[src/hdl/region_intensity_statistics_top_assert.svh]
// ----------------------------------------------------------------------------
// Assertion macros for the region statistics block
// Expect clk and arst_n in the scope of each use.
// ----------------------------------------------------------------------------
`ifndef REGION_INTENSITY_STATISTICS_TOP_ASSERT_SVH
`define REGION_INTENSITY_STATISTICS_TOP_ASSERT_SVH

// condition that holds at every edge out of reset
`define RIS_ASSERT_ALWAYS(lbl, cond, msg) \
	lbl: assert property (@(posedge clk) disable iff (!arst_n) (cond)) else $error(msg);

// consequent that holds in the cycle after the antecedent
`define RIS_ASSERT_NEXT(lbl, ante, cons, msg) \
	lbl: assert property (@(posedge clk) disable iff (!arst_n) (ante) |=> (cons)) else $error(msg);

`endif

[src/hdl/ris_pkg.sv]
// ----------------------------------------------------------------------------
// ris_pkg
// Shared types, codes and defaults of the region statistics block.
// ----------------------------------------------------------------------------
`timescale 1ns / 1ps

package ris_pkg;

	localparam int MAX_REGIONS_DEF = 1024;
	localparam int PIXEL_LIMIT_DEF = 16777216;
	localparam int SAMPLE_BITS_DEF = 16;

	localparam int QUEUE_DEPTH = 4;
	localparam int QAW         = 2;
	localparam logic [QAW:0] QUEUE_FULL = (QAW + 1)'(QUEUE_DEPTH);

	// request codes
	localparam logic [1:0] REQ_ACCUM = 2'd0;
	localparam logic [1:0] REQ_READ  = 2'd1;
	localparam logic [1:0] REQ_CLEAR = 2'd2;

	// register indexes (byte address bit 2)
	localparam logic REG_REGION_LIMIT   = 1'b0;
	localparam logic REG_SIGNED_SAMPLES = 1'b1;
	localparam logic [10:0] REGION_LIMIT_RST = 11'd1024;

	typedef enum logic [1:0] {
		K_ACC   = 2'd0,
		K_READ  = 2'd1,
		K_ZERO  = 2'd2,
		K_CLEAR = 2'd3
	} kind_t;

	typedef struct packed {
		kind_t              kind;
		logic [15:0]        idx;
		logic signed [16:0] v;
		logic [31:0]        vsq;
	} q_entry_t;

	typedef struct packed {
		logic [24:0]        count;
		logic signed [40:0] sum;
		logic [55:0]        sq;
		logic signed [16:0] mn;
		logic signed [16:0] mx;
		logic               ovf;
	} st_entry_t;

	typedef struct packed {
		logic clearing;
	} back_stat_t;

	typedef struct packed {
		logic               start;
		logic               do_sd;
		logic [24:0]        n;
		logic signed [40:0] sum;
		logic [55:0]        sq;
	} calc_req_t;

	typedef struct packed {
		logic               done;
		logic signed [24:0] mean;
		logic [23:0]        sd;
	} calc_rsp_t;

endpackage

[src/hdl/ris_if.sv]
// ----------------------------------------------------------------------------
// ris_if
// Item and result channels with valid/ready transfer.
// ----------------------------------------------------------------------------
`timescale 1ns / 1ps

interface ris_item_if;
	logic        valid;
	logic        ready;
	logic [1:0]  req_type;
	logic [15:0] pixel_label;
	logic [15:0] sample_value;
	logic [9:0]  read_region;

	modport source (output valid, req_type, pixel_label, sample_value, read_region,
		input ready);
	modport sink (input valid, req_type, pixel_label, sample_value, read_region,
		output ready);
endinterface


[src/hdl/ris_front.sv]
// ----------------------------------------------------------------------------
// ris_front
// Accepts items, drops ignored pixels, decodes samples and squares them.
// ----------------------------------------------------------------------------
`timescale 1ns / 1ps

module ris_front #(
	parameter int MAX_REGIONS = ris_pkg::MAX_REGIONS_DEF,
	parameter int SAMPLE_BITS = ris_pkg::SAMPLE_BITS_DEF
) (
	input  logic               clk,
	input  logic               arst_n,
	ris_item_if.sink           items,
	input  logic [10:0]        region_limit,
	input  logic               signed_samples,
	input  ris_pkg::back_stat_t bstat,
	output logic               push,
	output ris_pkg::q_entry_t  push_entry,
	input  logic               full
);

	localparam logic [16:0] MR17   = 17'(MAX_REGIONS);
	localparam logic [15:0] SMASK  = 16'((32'd1 << SAMPLE_BITS) - 32'd1);
	localparam logic [16:0] SRANGE = 17'(32'd1 << SAMPLE_BITS);

	logic               valid_s1;
	ris_pkg::kind_t     kind_s1;
	logic [15:0]        idx_s1;
	logic signed [16:0] v_s1;

	logic               keep;
	ris_pkg::kind_t     kind;
	logic [15:0]        idx;
	logic [15:0]        idx_acc;
	logic [16:0]        lim17;
	logic               acc_ok;
	logic [15:0]        raw;
	logic [16:0]        v;
	logic signed [33:0] sq_full;
	logic               accept;

	assign idx_acc = items.pixel_label - 16'd1;
	assign lim17   = ({6'b0, region_limit} > MR17) ? MR17 : {6'b0, region_limit};
	assign acc_ok  = (items.pixel_label != 16'd0) && ({1'b0, idx_acc} < lim17);
	assign raw     = items.sample_value & SMASK;
	assign v       = (signed_samples && raw[SAMPLE_BITS-1]) ? ({1'b0, raw} - SRANGE)
		: {1'b0, raw};

	always_comb begin
		keep = 1'b0;
		kind = ris_pkg::K_ACC;
		idx  = idx_acc;
		unique case (items.req_type)
			ris_pkg::REQ_ACCUM: begin
				keep = acc_ok;
			end
			ris_pkg::REQ_READ: begin
				keep = 1'b1;
				idx  = {6'b0, items.read_region};
				kind = ({7'b0, items.read_region} < MR17) ? ris_pkg::K_READ
					: ris_pkg::K_ZERO;
			end
			ris_pkg::REQ_CLEAR: begin
				keep = 1'b1;
				kind = ris_pkg::K_CLEAR;
			end
			default: begin
				keep = 1'b0;
			end
		endcase
	end

	assign push         = valid_s1 && !full;
	assign items.ready  = !bstat.clearing && (!valid_s1 || !full);
	assign accept       = items.valid && items.ready;

	always_ff @(posedge clk or negedge arst_n) begin
		if (!arst_n) begin
			valid_s1 <= 1'b0;
		end else if (accept) begin
			valid_s1 <= keep;
		end else if (push) begin
			valid_s1 <= 1'b0;
		end
	end

	always_ff @(posedge clk) begin
		if (accept) begin
			kind_s1 <= kind;
			idx_s1  <= idx;
			v_s1    <= v;
		end
	end

	assign sq_full = v_s1 * v_s1;

	always_comb begin
		push_entry      = '0;
		push_entry.kind = kind_s1;
		push_entry.idx  = idx_s1;
		push_entry.v    = v_s1;
		push_entry.vsq  = sq_full[31:0];
	end

endmodule

[src/flat_wrapper.sv]
// flat-port wrapper written by rule: the top's interface ports become plain ports
module ris_front_flat 
#(
	parameter int MAX_REGIONS = ris_pkg::MAX_REGIONS_DEF,
	parameter int SAMPLE_BITS = ris_pkg::SAMPLE_BITS_DEF
)
  (clk, arst_n, region_limit, signed_samples, bstat, push, push_entry, full, items_valid, items_req_type, items_pixel_label, items_sample_value, items_read_region, items_ready);
  ris_item_if items_i ();
  input  logic clk;
  input  logic arst_n;
  input  logic [10:0] region_limit;
  input  logic signed_samples;
  input  ris_pkg::back_stat_t bstat;
  output logic push;
  output ris_pkg::q_entry_t push_entry;
  input  logic full;
  input wire logic [$bits(items_i.valid)-1:0] items_valid;
  input wire logic [$bits(items_i.req_type)-1:0] items_req_type;
  input wire logic [$bits(items_i.pixel_label)-1:0] items_pixel_label;
  input wire logic [$bits(items_i.sample_value)-1:0] items_sample_value;
  input wire logic [$bits(items_i.read_region)-1:0] items_read_region;
  output wire logic [$bits(items_i.ready)-1:0] items_ready;
  assign items_i.valid = items_valid;
  assign items_i.req_type = items_req_type;
  assign items_i.pixel_label = items_pixel_label;
  assign items_i.sample_value = items_sample_value;
  assign items_i.read_region = items_read_region;
  assign items_ready = items_i.ready;
  ris_front #(.MAX_REGIONS(MAX_REGIONS), .SAMPLE_BITS(SAMPLE_BITS)) u_core (.clk(clk), .arst_n(arst_n), .items(items_i), .region_limit(region_limit), .signed_samples(signed_samples), .bstat(bstat), .push(push), .push_entry(push_entry), .full(full));
endmodule
[config.mk]
export PLATFORM = sky130hd
export DESIGN_NAME = ris_front_flat
export DESIGN_NICKNAME = d
export VERILOG_FILES = /design/src/hdl/region_intensity_statistics_top_assert.svh /design/src/hdl/ris_pkg.sv /design/src/hdl/ris_if.sv /design/src/hdl/ris_front.sv /design/src/flat_wrapper.sv
export SDC_FILE = /design/constraint.sdc
export NUM_CORES = 1
export LEC_CHECK = 0
export ABC_AREA = 1
export CAP_MARGIN = 15
export CORE_UTILIZATION = 59
export CTS_BUF_LIST = sky130_fd_sc_hd__clkbuf_2 sky130_fd_sc_hd__clkbuf_4 sky130_fd_sc_hd__clkbuf_8
export DETAILED_ROUTE_END_ITERATION = 12
export DONT_BUFFER_PORTS = 1
export PLACE_DENSITY = 0.86
export SYNTH_ARGS = -nofsm -noshare
export SYNTH_HDL_FRONTEND = slang
export SYNTH_SLANG_ARGS = --single-unit
export TNS_END_PERCENT = 5
[constraint.sdc]
create_clock -name clk -period 7.3 [get_ports clk]
set_input_delay 1.095 -clock clk [delete_from_list [all_inputs] [get_ports clk]]
set_output_delay 1.095 -clock clk [all_outputs]
set_load 0.02 [all_outputs]
* Word-level counts from Yosys, hierarchy flattened *
Cells that the tools add are included.

storage, ports and cells
  bits in registers = 36
  input bits = 61
  output and inout port bits = 69

operators by class
  muxes and demuxes = 7
  $lt $le $gt $ge = 2
  equal/unequal tests = 2
  add/subtract/negate cells = 2
  reductions and logical operators = 13
  multipliers = 1

operators with widths
  operator                                               count
  multiplier 17 x 17 -> 32 bit                           1
  subtractor 16 x 17 -> 17 bit, second input constant    1
  less-than comparator 16 x 11 -> 1 bit                  1
  2-to-1 mux 16 bit                                      1
  nonzero test 16 bit                                    1
  subtractor 16 x 1 -> 16 bit, second input constant     1
  greater-than comparator 11 bit, second input constant  1
  2-to-1 mux 11 bit                                      1
  2-to-1 mux 10 bit                                      1
  logical AND 1 bit                                      5
  case mux 2 bit (2 select lines)                        1
  logical NOT 1 bit                                      3
  == test 2 x 1 -> 1 bit, second input constant          1
  == test 2 bit, second input constant                   1
  logical NOT 2 bit                                      1
  2-to-1 mux 1 bit                                       2
  case mux 1 bit (2 select lines)                        1
  nonzero test 2 bit                                     1
  OR reduction 2 bit                                     1
  logical OR 1 bit                                       1

* Longest topological paths before layout *
Gate-level depths: netlist of run 1.

  depth after elaboration = 6
  gate-level depth with buffers = 27
  depth with buffers taken out = 25

* Worst setup path before layout of run 1 *
Ideal clock, no wire load.

  path kind = register to output
  start point = register u_core.v_s1[16]
  end point = output port push_entry[29] (netlist name)
  arrival time = 5,981 ps
  stages on the path, launching flop included = 19
  slack = 224 ps
  cell sequence = edfxtp_1 -> clkbuf_1 -> buf_1 -> nand2_1 -> inv_1 -> fa_1 -> inv_1 -> fa_1 -> fa_1 -> fa_1 -> fa_1 -> fa_1 -> inv_1 -> ha_1 -> nand2_1 -> nor4_1 -> nand3_1 -> nand3_1 -> xor2_1

RTL lines
  what                    line                text
  start, declared         ris_front.sv:29     logic signed [16:0] v_s1;
  start signal, assigned  ris_front.sv:91     v_s1 <= v;
  end, declared           flat_wrapper.sv:15  output ris_pkg::q_entry_t push_entry;

==> results.env, run 1 <==
SYN_INST=1411
LAYOUT.CELLS.MOST_COMMON='inv_1'
NUM_ROWS=51
HPWL_UM=23900
ROUTE.DETAILED.VIAS_PER_INST=5.34
YOSYSWARNINGCOUNT=0
NFILLCELLS=1519
DETAIL_ROUTE.DRC_VIOLATIONS=0
FINALCOREUTILIZATION=0.665
TOP_LEVEL_PORTS=130
PERIOD_NEEDED_NS=7.24
CRITICAL_PATH_ARRIVAL_NS=6.15
GLOBALROUTETOTALUTIL=0.291
POSTROUTEWIRELENGTH_UM=28600
CP-START-KIND='flop'
INITIAL_ANTENNA_VIOLATION_COUNT=1
OUTCOME='finished, final reports clean'
SYN-MEAN-INSTANCE-AREA_UM2=8.41
HOLD_BUFFERS=0
CRIT_FANOUT=7
FINAL_LAYOUT_SIZE_SUFFIX_GT1_FRAC=0.102
NETS=1866
GRT-OVFL-TOTAL=0
DIE_HEIGHT_UM=144
MAXCAPVIOLCOUNT=0
FINCLKSKEW_NS=0.00846
POST-ROUTE-PERIOD-UTIL=0.992
CORE_UM2=19600
FP.DIEW_UM=144
WORSTSKEWPAIRLATENCY_NS=0.28
MEASURED_SLEW_AT_THE_WORST_SLEW_CHECK_PIN_NS=0.657
PATH_CLASS='flop to output port'
HTREEDEPTH=2
MAXIMUM_NUMBER_OF_PINS_ON_ONE_NET_BEFORE_GLOBAL_ROUTE_REPAIR=32
VIA_COUNT_OF_THE_FIRST_GLOBAL_ROUTING_PASS=10100
GP_ROUTABILITY_CONGESTION=0.943
COUNT_OF_DISTINCT_CELL_TYPES_IN_THE_SYNTHESIZED_NETLIST=40
YOSYS_REGISTER_BITS=36
FINAL_AREA_UM2=13000
CLKSLEWWORSTSETUPHOLDPATHS_NS=0.07
CRITPATHCAPTURETYPE='output port'
TIMING_MAX_TRANSITION_VIOLATIONS_FINAL=0
IO_PORT_BUFS=0
WL_PER_CELL_UM=16.7
DRTITER0DRC=380
AREA_OF_THE_DIE_UM2=20700
HOLD_PATH_CLASS='input pin to asynchronous set/reset pin'
GRT_FIRST_PASS_WIRELENGTH_UM=46000
DPL_CELL_AREA_UM2=12400
TRITONCTS_CLOCK_TREE='done'
CTS_MAX_PATH_BUFFERS=2
SYNTH_AREA_UM2=11900
START_UTIL=0.606
WORSTPATHREQUIRED_NS=6.20
FINAL_NUMBER_OF_SETUP_VIOLATING_ENDPOINTS=0
SEQUENTIAL_SHARE_OF_THE_SYNTHESIZED_AREA=0.0907
DIODES=0
DRTPASS1ITERATIONS=5
MAPPEDNETLISTNETS=1830
ROUTED_ANTENNA_NETS=0
FINALHOLDVIOLCOUNT=0
MOST-COMMON-LAYOUT-CELLS='inv_1 (439), nand2_1 (271), fa_1 (251), ha_1 (92)'
SYN_TO_FINAL_GROWTH_PCT=9.83
HOLD-WORST-SLACK_NS=0.508
MAX-SLEW-MARGIN-REL=0.562
TIMING.REG2REG.SETUP_SLACK_NS=5.38
MAX_FREQ_GHz=0.138
ROOT_BUFFER='clkbuf_8'
ROUTE.VIAS.TOTAL=9153
GRT_SETUP_UNREPAIRED='yes'
CTS.SINKS=36
NUMCTSBUFFERS=5
==> per-layer routing <==
metal / wire length (um) / up-vias / share of wire / track usage
li1: - / 4115 / - / -
met4: 1370 / 2 / 0.048 / 0.139
met5: 13 / - / 0.00046 / 0
met2: 14800 / 414 / 0.52 / 0.541
met1: 10200 / 4505 / 0.36 / 0.322
met3: 2170 / 117 / 0.076 / 0.0473
==> area by class of cell <==
type / instances / area [um2] / share of cell area
clock buffer: 8 / 104 / 0.00797
inverter: 443 / 1660 / 0.128
multi-input combinational: 893 / 9280 / 0.712
sequential: 36 / 1080 / 0.0826
tap: 265 / 332 / 0.0254
timing repair buffer: 68 / 574 / 0.0441
==> final timing paths <==
kind,depth (start not counted),endpoint,start
max reg2reg,4,u_core.v_s1[9]$_DFFE_PP_,u_core.valid_s1$_DFFE_PN0P_
min,0,u_core.valid_s1$_DFFE_PN0P_,arst_n
min reg2reg,2,u_core.valid_s1$_DFFE_PN0P_,u_core.valid_s1$_DFFE_PN0P_
min in group clk,2,u_core.valid_s1$_DFFE_PN0P_,u_core.valid_s1$_DFFE_PN0P_
max in group asynchronous,0,u_core.valid_s1$_DFFE_PN0P_,arst_n
max,21,push_entry[29],u_core.v_s1[7]$_DFFE_PP_
==> through the flow <==
step	setup WS, ns	setup TNS, ns	cells
floorplan	0.224	0	1411
global placement	0.151	0	1683
detailed placement	0.0779	0	1683
CTS	-0.0000466	-0.0000466	1706
global route	-0.139	-1.06	1713
finish	0.0552	0	1713
==> cell usage after synthesis, drive strengths merged <==
cell	instances	area, um2
inv	443	1660
nand2	283	1060
fa	255	5100
ha	103	1290
nor2	67	267
xor2	38	333
a21oi	36	184
clkbuf	35	131
edfxtp	35	1050
o21ai	24	131
nand3	18	90.1
xnor2	18	158
nor3	8	50.1
nand4	7	43.8
o21bai	6	45.0
nor4	5	31.3
or2	5	31.3
a31oi	4	25.0
buf	4	23.8
nand3b	4	30.0
a211oi	3	22.5
a21boi	2	18.8
a21o	2	15.0
o211ai	2	15.0
a31o	1	8.76
conb	1	3.75
dfrtp	1	25.0
o21a	1	7.51
==> state kept, by name, indices dropped and copies added, names as in the netlist <==
signal           count
u_core.idx_s1       16
u_core.v_s1         17
u_core.valid_s1      1
u_core.kind_s1       2
==> logic make-up (layout without fill, tap and decap cells) <==
| kind of cell | after synthesis | count (layout) | share of synthesized area |
|---|---|---|---|
| simple gates | 397 | 397 | 0.136 |
| xor+xnor | 56 | 56 | 0.0413 |
| buf+inv | 482 | 519 | 0.153 |
| other cells | 1 | 1 | 0.000316 |
| flops | 36 | 36 | 0.0907 |
| compound gates | 81 | 81 | 0.0399 |
| fa+ha+maj | 358 | 358 | 0.539 |
==> repair_timing <==
item,in CTS,in global routing
pin swaps,0,11
cloned,0,1
setup endpoints to repair,9,19
resized for setup,7,72
buffers inserted,15,6
==> critical path, stage by stage (launching register included) <==
cell	delay [ns]
edfxtp_1	0.65
buf_6	0.25
nand2_1	0.05
inv_1	0.08
fa_1	0.54
inv_1	0.05
fa_1	0.50
inv_1	0.06
fa_1	0.47
fa_1	0.56
fa_1	0.56
inv_1	0.05
fa_1	0.48
inv_1	0.04
ha_1	0.38
nand2_1	0.16
nor4_2	0.28
buf_4	0.17
nand3_1	0.09
nand3_1	0.10
xor2_1	0.17
buf_4	0.17
Power of run 1 is not shown: default switching activity piles up to over one toggle a cycle in this logic, so the estimate is an artifact.
==> run 2, diff against run 1 <==
CTS_BUF_LIST = default   (was sky130_fd_sc_hd__clkbuf_2 sky130_fd_sc_hd__clkbuf_4 sky130_fd_sc_hd__clkbuf_8)
==> results.env, run 2 (same netlist as run 1, synthesis figures left out) <==
OUTCOME='finished, final reports clean'  # unchanged
VIA_COUNT_OF_THE_FIRST_GLOBAL_ROUTING_PASS=10100  # unchanged
CLKSLEWWORSTSETUPHOLDPATHS_NS=0.05  # was 0.07 ns
ROUTE.VIAS.TOTAL=9182  # was 9153
NUMCTSBUFFERS=5  # unchanged
MOST-COMMON-LAYOUT-CELLS='inv_1 (439), nand2_1 (267), fa_1 (249), ha_1 (85), buf_4 (62)'  # was inv_1 (439), nand2_1 (271), fa_1 (251), ha_1 (92)
GRT_FIRST_PASS_WIRELENGTH_UM=45900  # was 46000 um
MAX-SLEW-MARGIN-REL=0.559  # was 0.562
POST-ROUTE-PERIOD-UTIL=0.982  # was 0.992
GLOBALROUTETOTALUTIL=0.290  # was 0.291
DETAIL_ROUTE.DRC_VIOLATIONS=0  # unchanged
FP.DIEW_UM=144  # unchanged
HTREEDEPTH=2  # unchanged
MEASURED_SLEW_AT_THE_WORST_SLEW_CHECK_PIN_NS=0.661  # was 0.657 ns
HOLD_PATH_CLASS='flop to flop'  # was input pin to asynchronous set/reset pin
REG.LARGEST.LIST='u_core.v_s1 x17, u_core.idx_s1 x16, u_core.kind_s1 x2'  # unchanged
MAX_FREQ_GHz=0.139  # was 0.138 GHz
DRTPASS1ITERATIONS=5  # unchanged
GRT-OVFL-TOTAL=0  # unchanged
FINAL_LAYOUT_SIZE_SUFFIX_GT1_FRAC=0.114  # was 0.102
ROUTE.DETAILED.VIAS_PER_INST=5.35  # was 5.34
FINAL_NUMBER_OF_SETUP_VIOLATING_ENDPOINTS=0  # unchanged
CRIT_FANOUT=7  # unchanged
TRITONCTS_CLOCK_TREE='done'  # unchanged
MAX_REG_FLOPS=17  # unchanged
CTS_MAX_PATH_BUFFERS=2  # unchanged
AREA_OF_THE_DIE_UM2=20700  # unchanged
NUM_ROWS=51  # unchanged
FINALHOLDVIOLCOUNT=0  # unchanged
LAYOUT.CELLS.MOST_COMMON='inv_1'  # unchanged
CORE_UM2=19600  # unchanged
NFILLCELLS=1496  # was 1519
POSTROUTEWIRELENGTH_UM=28900  # was 28600 um
TIMING_MAX_TRANSITION_VIOLATIONS_FINAL=0  # unchanged
GRT_SETUP_UNREPAIRED='yes'  # unchanged
DIE_HEIGHT_UM=144  # unchanged
CRITPATHCAPTURETYPE='output port'  # unchanged
PATH_CLASS='flop to output port'  # unchanged
MAXIMUM_NUMBER_OF_PINS_ON_ONE_NET_BEFORE_GLOBAL_ROUTE_REPAIR=32  # unchanged
CRITICAL_PATH_ARRIVAL_NS=6.08  # was 6.15 ns
WL_PER_CELL_UM=16.9  # was 16.7 um
FINCLKSKEW_NS=0.00634  # was 0.00846 ns
FINALCOREUTILIZATION=0.672  # was 0.665
HPWL_UM=23900  # unchanged
HOLD_BUFFERS=0  # unchanged
GP_ROUTABILITY_CONGESTION=0.943  # unchanged
CP-START-KIND='flop'  # unchanged
IO_PORT_BUFS=0  # unchanged
PERIOD_NEEDED_NS=7.17  # was 7.24 ns
MAXCAPVIOLCOUNT=0  # unchanged
CTS.SINKS=36  # unchanged
INITIAL_ANTENNA_VIOLATION_COUNT=1  # unchanged
START_UTIL=0.606  # unchanged
SYN_TO_FINAL_GROWTH_PCT=10.9  # was 9.83%
ROOT_BUFFER='clkbuf_16'  # was clkbuf_8
TOP_LEVEL_PORTS=130  # unchanged
LARGEST-REGISTER='u_core.v_s1'  # unchanged
WORSTPATHREQUIRED_NS=6.20  # about the same
ROUTED_ANTENNA_NETS=0  # unchanged
WORSTSKEWPAIRLATENCY_NS=0.27  # was 0.28 ns
NETS=1868  # was 1866
DRTITER0DRC=469  # was 380
## run 2: cell types whose count changed in the layout (fill, tap and decap cells not counted), moves of 3 or more
cell / delta
nor2_2: +3
ha_1: -7
buf_4: +3
clkbuf_16: +5
clkbuf_8: -5
nand2_1: -4
ha_2: +5
## run 2: worst paths after layout
path,startpoint,to,slack [ns],depth (start not counted)
worst min register to register,u_core.valid_s1$_DFFE_PN0P_,u_core.valid_s1$_DFFE_PN0P_,0.50,2
max in group asynchronous,arst_n,u_core.valid_s1$_DFFE_PN0P_,6.72,0
worst min-delay path,u_core.valid_s1$_DFFE_PN0P_,u_core.valid_s1$_DFFE_PN0P_,0.50,2
worst max register to register,u_core.valid_s1$_DFFE_PN0P_,u_core.v_s1[9]$_DFFE_PP_,5.38,4
worst max-delay path,u_core.v_s1[7]$_DFFE_PP_,push_entry[29],0.13,19
min in group asynchronous,arst_n,u_core.valid_s1$_DFFE_PN0P_,0.52,0
## run 2: critical path, stage by stage (launching register included)
cell and delay, ns:
edfxtp_1 0.71, buf_6 0.21, nand2_1 0.07, fa_1 0.48, fa_2 0.70, inv_1 0.12, fa_1 0.48, fa_1 0.43
inv_1 0.08, fa_1 0.44, fa_1 0.50, inv_1 0.05, ha_2 0.38, nand2_1 0.12, nor4_2 0.31, buf_4 0.17
nand3_1 0.09, nand3_1 0.11, xor2_1 0.17, buf_4 0.17
## run 2: final cells by class
class	instances	area [um2]	share of cell area
Multi-Input combinational cell	893	9350	0.711
Sequential cell	36	1080	0.0818
Inverter	443	1660	0.126
Timing Repair Buffer	70	577	0.0438
Tap cell	265	332	0.0252
Clock buffer	8	156	0.0119
Antenna cell	1	2.50	0.000190
## run 2: timing repair
action | 4_1_cts | 5_1_grt
endpoints found under the hold margin | 0 | 0
pin swaps | 0 | 17
setup buffers | 9 | 14
resized for setup | 8 | 92
endpoints found under the setup margin | 9 | 18
gates cloned | 0 | 1
## run 2: per-stage QoR
step                setup WS, ns  area (um2)  hold slack [ns]  setup TNS, ns  cells
CTS                      -0.0100       12600            0.505        -0.0124   1700
floorplan                  0.224       11900            0.464              0   1411
detailed placement        0.0779       12400            0.492              0   1683
global placement           0.151       12400            0.481              0   1683
finish                     0.129       13200            0.505              0   1716
global route              -0.100       13200            0.507         -0.776   1715
## run 2: metal layers
metal / global-route usage / vias up / wire length [um] / part of all wire
li1: - / 4126 / - / -
met1: 0.317 / 4524 / 10100 / 0.35
met2: 0.540 / 429 / 15000 / 0.52
met3: 0.0553 / 101 / 2380 / 0.082
met4: 0.135 / 2 / 1330 / 0.046
met5: 0 / - / 13 / 0.00045
Power of run 2 is left out for the same reason.
==> run 3, diff against run 2 <==
ABC_AREA = default   (was 1)
==> results.env, run 3 <==
OUTCOME='finished, violations left'  # was finished, final reports clean
VIOLATIONS_IN_THE_FINAL_REPORTS='negative setup slack'
AREA_OF_THE_DIE_UM2=19900  # was 20700 um2
IO_PORT_BUFS=0  # unchanged
CRITICAL_PATH_ARRIVAL_NS=6.23  # was 6.08 ns
FINAL_NUMBER_OF_SETUP_VIOLATING_ENDPOINTS=5  # was 0
DETAIL_ROUTE.DRC_VIOLATIONS=0  # unchanged
WL_PER_CELL_UM=17.5  # was 16.9 um
TIMING.REG2REG.SETUP_SLACK_NS=5.09  # was 5.38 ns
PATH_CLASS='flop to output port'  # unchanged
NUM_ROWS=50  # was 51
HOLD_PATH_CLASS='input pin to asynchronous set/reset pin'  # was flop to flop
TOP_SIGNAL_LAYER_USED='met5'  # unchanged
SEQUENTIAL_SHARE_OF_THE_SYNTHESIZED_AREA=0.0944  # was 0.0907
CP-START-KIND='flop'  # unchanged
WORSTSKEWPAIRLATENCY_NS=0.28  # was 0.27 ns
TRITONCTS_CLOCK_TREE='done'  # unchanged
SYN_INST=1180  # was 1411
HOLD_BUFFERS=0  # unchanged
CRITPATHCAPTURETYPE='output port'  # unchanged
INITIAL_ANTENNA_VIOLATION_COUNT=4  # was 1
VIA_COUNT_OF_THE_FIRST_GLOBAL_ROUTING_PASS=9210  # was 10100
FINAL_AREA_UM2=12600  # was 13200 um2
TIMING.FINAL.WS_SETUP_NS=-0.0286  # was 0.129 ns
GRT_SETUP_UNREPAIRED='yes'  # unchanged
POST-ROUTE-PERIOD-UTIL=1.00  # was 0.982
ROUTE.DETAILED.VIAS_PER_INST=5.42  # was 5.35
DRTITER0DRC=526  # was 469
YOSYS_REGISTER_BITS=36  # unchanged
REG.LARGEST.LIST='u_core.v_s1 x17, u_core.idx_s1 x16, u_core.kind_s1 x2'  # unchanged
FINAL_LAYOUT_SIZE_SUFFIX_GT1_FRAC=0.118  # was 0.114
YOSYSWARNINGCOUNT=0  # unchanged
WL_MET1_UM=9820  # was 10100 um
NETS=1664  # was 1868
MAXCAPVIOLCOUNT=0  # unchanged
LARGEST-REGISTER='u_core.v_s1'  # unchanged
PRIMARY_FLIP_FLOP_CELL_CHOSEN_BY_SYNTHESIS_MAPPING='edfxtp_1'  # unchanged
GP_ROUTABILITY_CONGESTION=0.968  # was 0.943
MAX_REG_FLOPS=17  # unchanged
CRITICAL_PATH.ENDPOINT='push_entry[27]'  # was push_entry[29]
GRT_FIRST_PASS_WIRELENGTH_UM=44300  # was 45900 um
HPWL_UM=22700  # was 23900 um
POST-SYNTH-TOP-COUNT-CELL='inv_1'  # unchanged
MEASURED_SLEW_AT_THE_WORST_SLEW_CHECK_PIN_NS=0.756  # was 0.661 ns
START_UTIL=0.605  # was 0.606
STARTPOINT='u_core.v_s1[13]$_DFFE_PP_'  # was u_core.v_s1[7]$_DFFE_PP_
MAX-SLEW-MARGIN-REL=0.496  # was 0.559
ASYNC_RESET_FF_FRAC=0.0278  # unchanged
DIE_HEIGHT_UM=141  # was 144 um
POST-SYNTH-TOP-AREA-CELL='fa_1'  # unchanged
DPL_CELL_AREA_UM2=12100  # was 12400 um2
PLACEDCELLCOUNT=1476  # was 1683
MET2_WIRELENGTH_UM=14000  # was 15000 um
SYN_TO_FINAL_GROWTH_PCT=10.6  # was 10.9%
MAX_FREQ_GHz=0.136  # was 0.139 GHz
ROUTE.VIAS.TOTAL=8181  # was 9182
PERIOD_NEEDED_NS=7.33  # was 7.17 ns
DETAILROUTE.WIRELENGTH.MET3_UM=1700  # was 2380 um
NETLIST.AREA_LEADER.SHARE=0.448  # was 0.430
FINCLKSKEW_NS=0.00371  # was 0.00634 ns
POSTROUTEWIRELENGTH_UM=26500  # was 28900 um
REG2REG_DEPTH=7  # was 4
ROOT_BUFFER='clkbuf_16'  # unchanged
FINALHOLDVIOLCOUNT=0  # unchanged
WORSTREG2REGSTART='u_core.valid_s1$_DFFE_PN0P_'  # unchanged
TOP_LEVEL_PORTS=130  # unchanged
MOST-COMMON-LAYOUT-CELLS='inv_1 (333), fa_1 (252), nand2_1 (100), ha_1 (100), buf_4 (80)'  # was inv_1 (439), nand2_1 (267), fa_1 (249), ha_1 (85), buf_4 (62)
SYN-MEAN-INSTANCE-AREA_UM2=9.66  # was 8.41 um2
CRIT-REG2REG-CAPTURE='u_core.valid_s1$_DFFE_PN0P_'  # was u_core.v_s1[9]$_DFFE_PP_
CRIT_FANOUT=7  # unchanged
CTS.SINKS=36  # unchanged
COUNT_OF_DISTINCT_CELL_TYPES_IN_THE_SYNTHESIZED_NETLIST=59  # was 40
CLKSLEWWORSTSETUPHOLDPATHS_NS=0.06  # was 0.05 ns
YOSYS-TOP-CELLS-COUNT='inv_1 (335), fa_1 (255), ha_1 (103)'  # was inv_1 (440), nand2_1 (282), fa_1 (255)
GLOBALROUTETOTALUTIL=0.289  # was 0.290
GRT-OVFL-TOTAL=0  # unchanged
FP.DIEW_UM=141  # was 144 um
MAXIMUM_NUMBER_OF_PINS_ON_ONE_NET_BEFORE_GLOBAL_ROUTE_REPAIR=37  # was 32
SYNTH_EDF_COUNT=35  # unchanged
ROUTED_ANTENNA_NETS=0  # unchanged
HTREEDEPTH=2  # unchanged
WORSTPATHREQUIRED_NS=6.20  # about the same
DRTPASS1ITERATIONS=5  # unchanged
SYNTH_TOP_CELLS_BY_AREA='fa_1 (45%), ha_1 (11%), inv_1 (11%)'  # was fa_1 (43%), inv_1 (14%), ha_1 (11%)
SYNTH_AREA_UM2=11400  # was 11900 um2
NUMCTSBUFFERS=5  # unchanged
TIMING_MAX_TRANSITION_VIOLATIONS_FINAL=0  # unchanged
POST_LAYOUT_NONFILLER_INSTANCES=1509  # was 1716
MAPPEDNETLISTNETS=1599  # was 1830
LAYOUT.CELLS.MOST_COMMON='inv_1'  # unchanged
HOLD-WORST-SLACK_NS=0.508  # was 0.505 ns
CORE_UM2=18800  # was 19600 um2
CTS_MAX_PATH_BUFFERS=2  # unchanged
run 3: changes by cell type after synthesis, sizes merged, moves of 9 or more:
cell   delta
xnor2    +23
and2     +50
mux2      +9
xor2     -19
inv     -108
a21oi    -17
nand3    -13
nor2b    +13
nor2     -27
a21o     +22
nand2   -181
run 3: routing by layer:
layer	vias to the layer above	track usage
met2	307	0.529
li1	3647	-
met4	2	0.112
met5	-	0
met3	74	0.0493
met1	4151	0.337
run 3: worst max-delay path, stage by stage (launching register included):
cell and delay [ns]:
edfxtp_1 0.58, buf_4 0.20, nand2_1 0.08, fa_1 0.49, fa_1 0.48, fa_1 0.55, inv_1 0.06, fa_1 0.48
fa_1 0.49, inv_1 0.05, fa_1 0.47, inv_1 0.05, ha_1 0.37, a22o_1 0.25, nor4_4 0.17, a21oi_2 0.16
a221o_2 0.50, a311oi_2 0.30, xnor2_2 0.21
run 3: how the worst min path moves through the flow:
stage                                start                           to  slack, ns  cells after the start
2_1_floorplan  u_core.valid_s1$_DFFE_PN0P_  u_core.valid_s1$_DFFE_PN0P_       0.51                      2
3_3_place_gp   u_core.valid_s1$_DFFE_PN0P_  u_core.valid_s1$_DFFE_PN0P_       0.54                      2
3_5_place_dp   u_core.valid_s1$_DFFE_PN0P_  u_core.valid_s1$_DFFE_PN0P_       0.56                      2
4_1_cts                             arst_n  u_core.valid_s1$_DFFE_PN0P_       0.51                      0
5_1_grt                             arst_n  u_core.valid_s1$_DFFE_PN0P_       0.50                      0
6_report                            arst_n  u_core.valid_s1$_DFFE_PN0P_       0.51                      0
run 3: cells by family after synthesis:
kind of cell	after synthesis	synth area share
muxes	12	0.0115
adders and majority gates	358	0.561
AOI/OAI and AO/OA	96	0.0565
buffers and inverters	366	0.121
xor gates and xnor gates	60	0.0461
DFF	36	0.0944
other	1	0.000329
and+or+nand+nor	251	0.109
run 3: timing repair:
item | 4_1_cts | 5_1_grt
endpoints found under the setup margin | 10 | 13
pin swaps | 6 | 3
buffers inserted | 19 | 3
hold endpoints to repair | 0 | 0
gates cloned | 0 | 0
gates resized for setup | 21 | 19
run 3: area by class of cell:
type	count	area, um2
antenna	3	7.51
sequential	36	1080
inverter	337	1260
multi-input combinational	778	9090
clock buffer	5	125
fill	1399	6220
clock inverter	3	23.8
timing repair buffer	87	691
tap	260	325
run 3: metrics by stage:
| stage | utilization | TNS (ns) | setup slack (ns) |
|---|---|---|---|
| final | 0.670 | -0.0698 | -0.0286 |
| after detailed placement | 0.643 | 0 | 0.0180 |
| after global placement | 0.643 | 0 | 0.155 |
| after global routing | 0.669 | -2.18 | -0.277 |
| after CTS | 0.664 | -0.0251 | -0.0113 |
| after floorplan | - | -0.343 | -0.121 |
Power of run 3 is left out for the same reason.
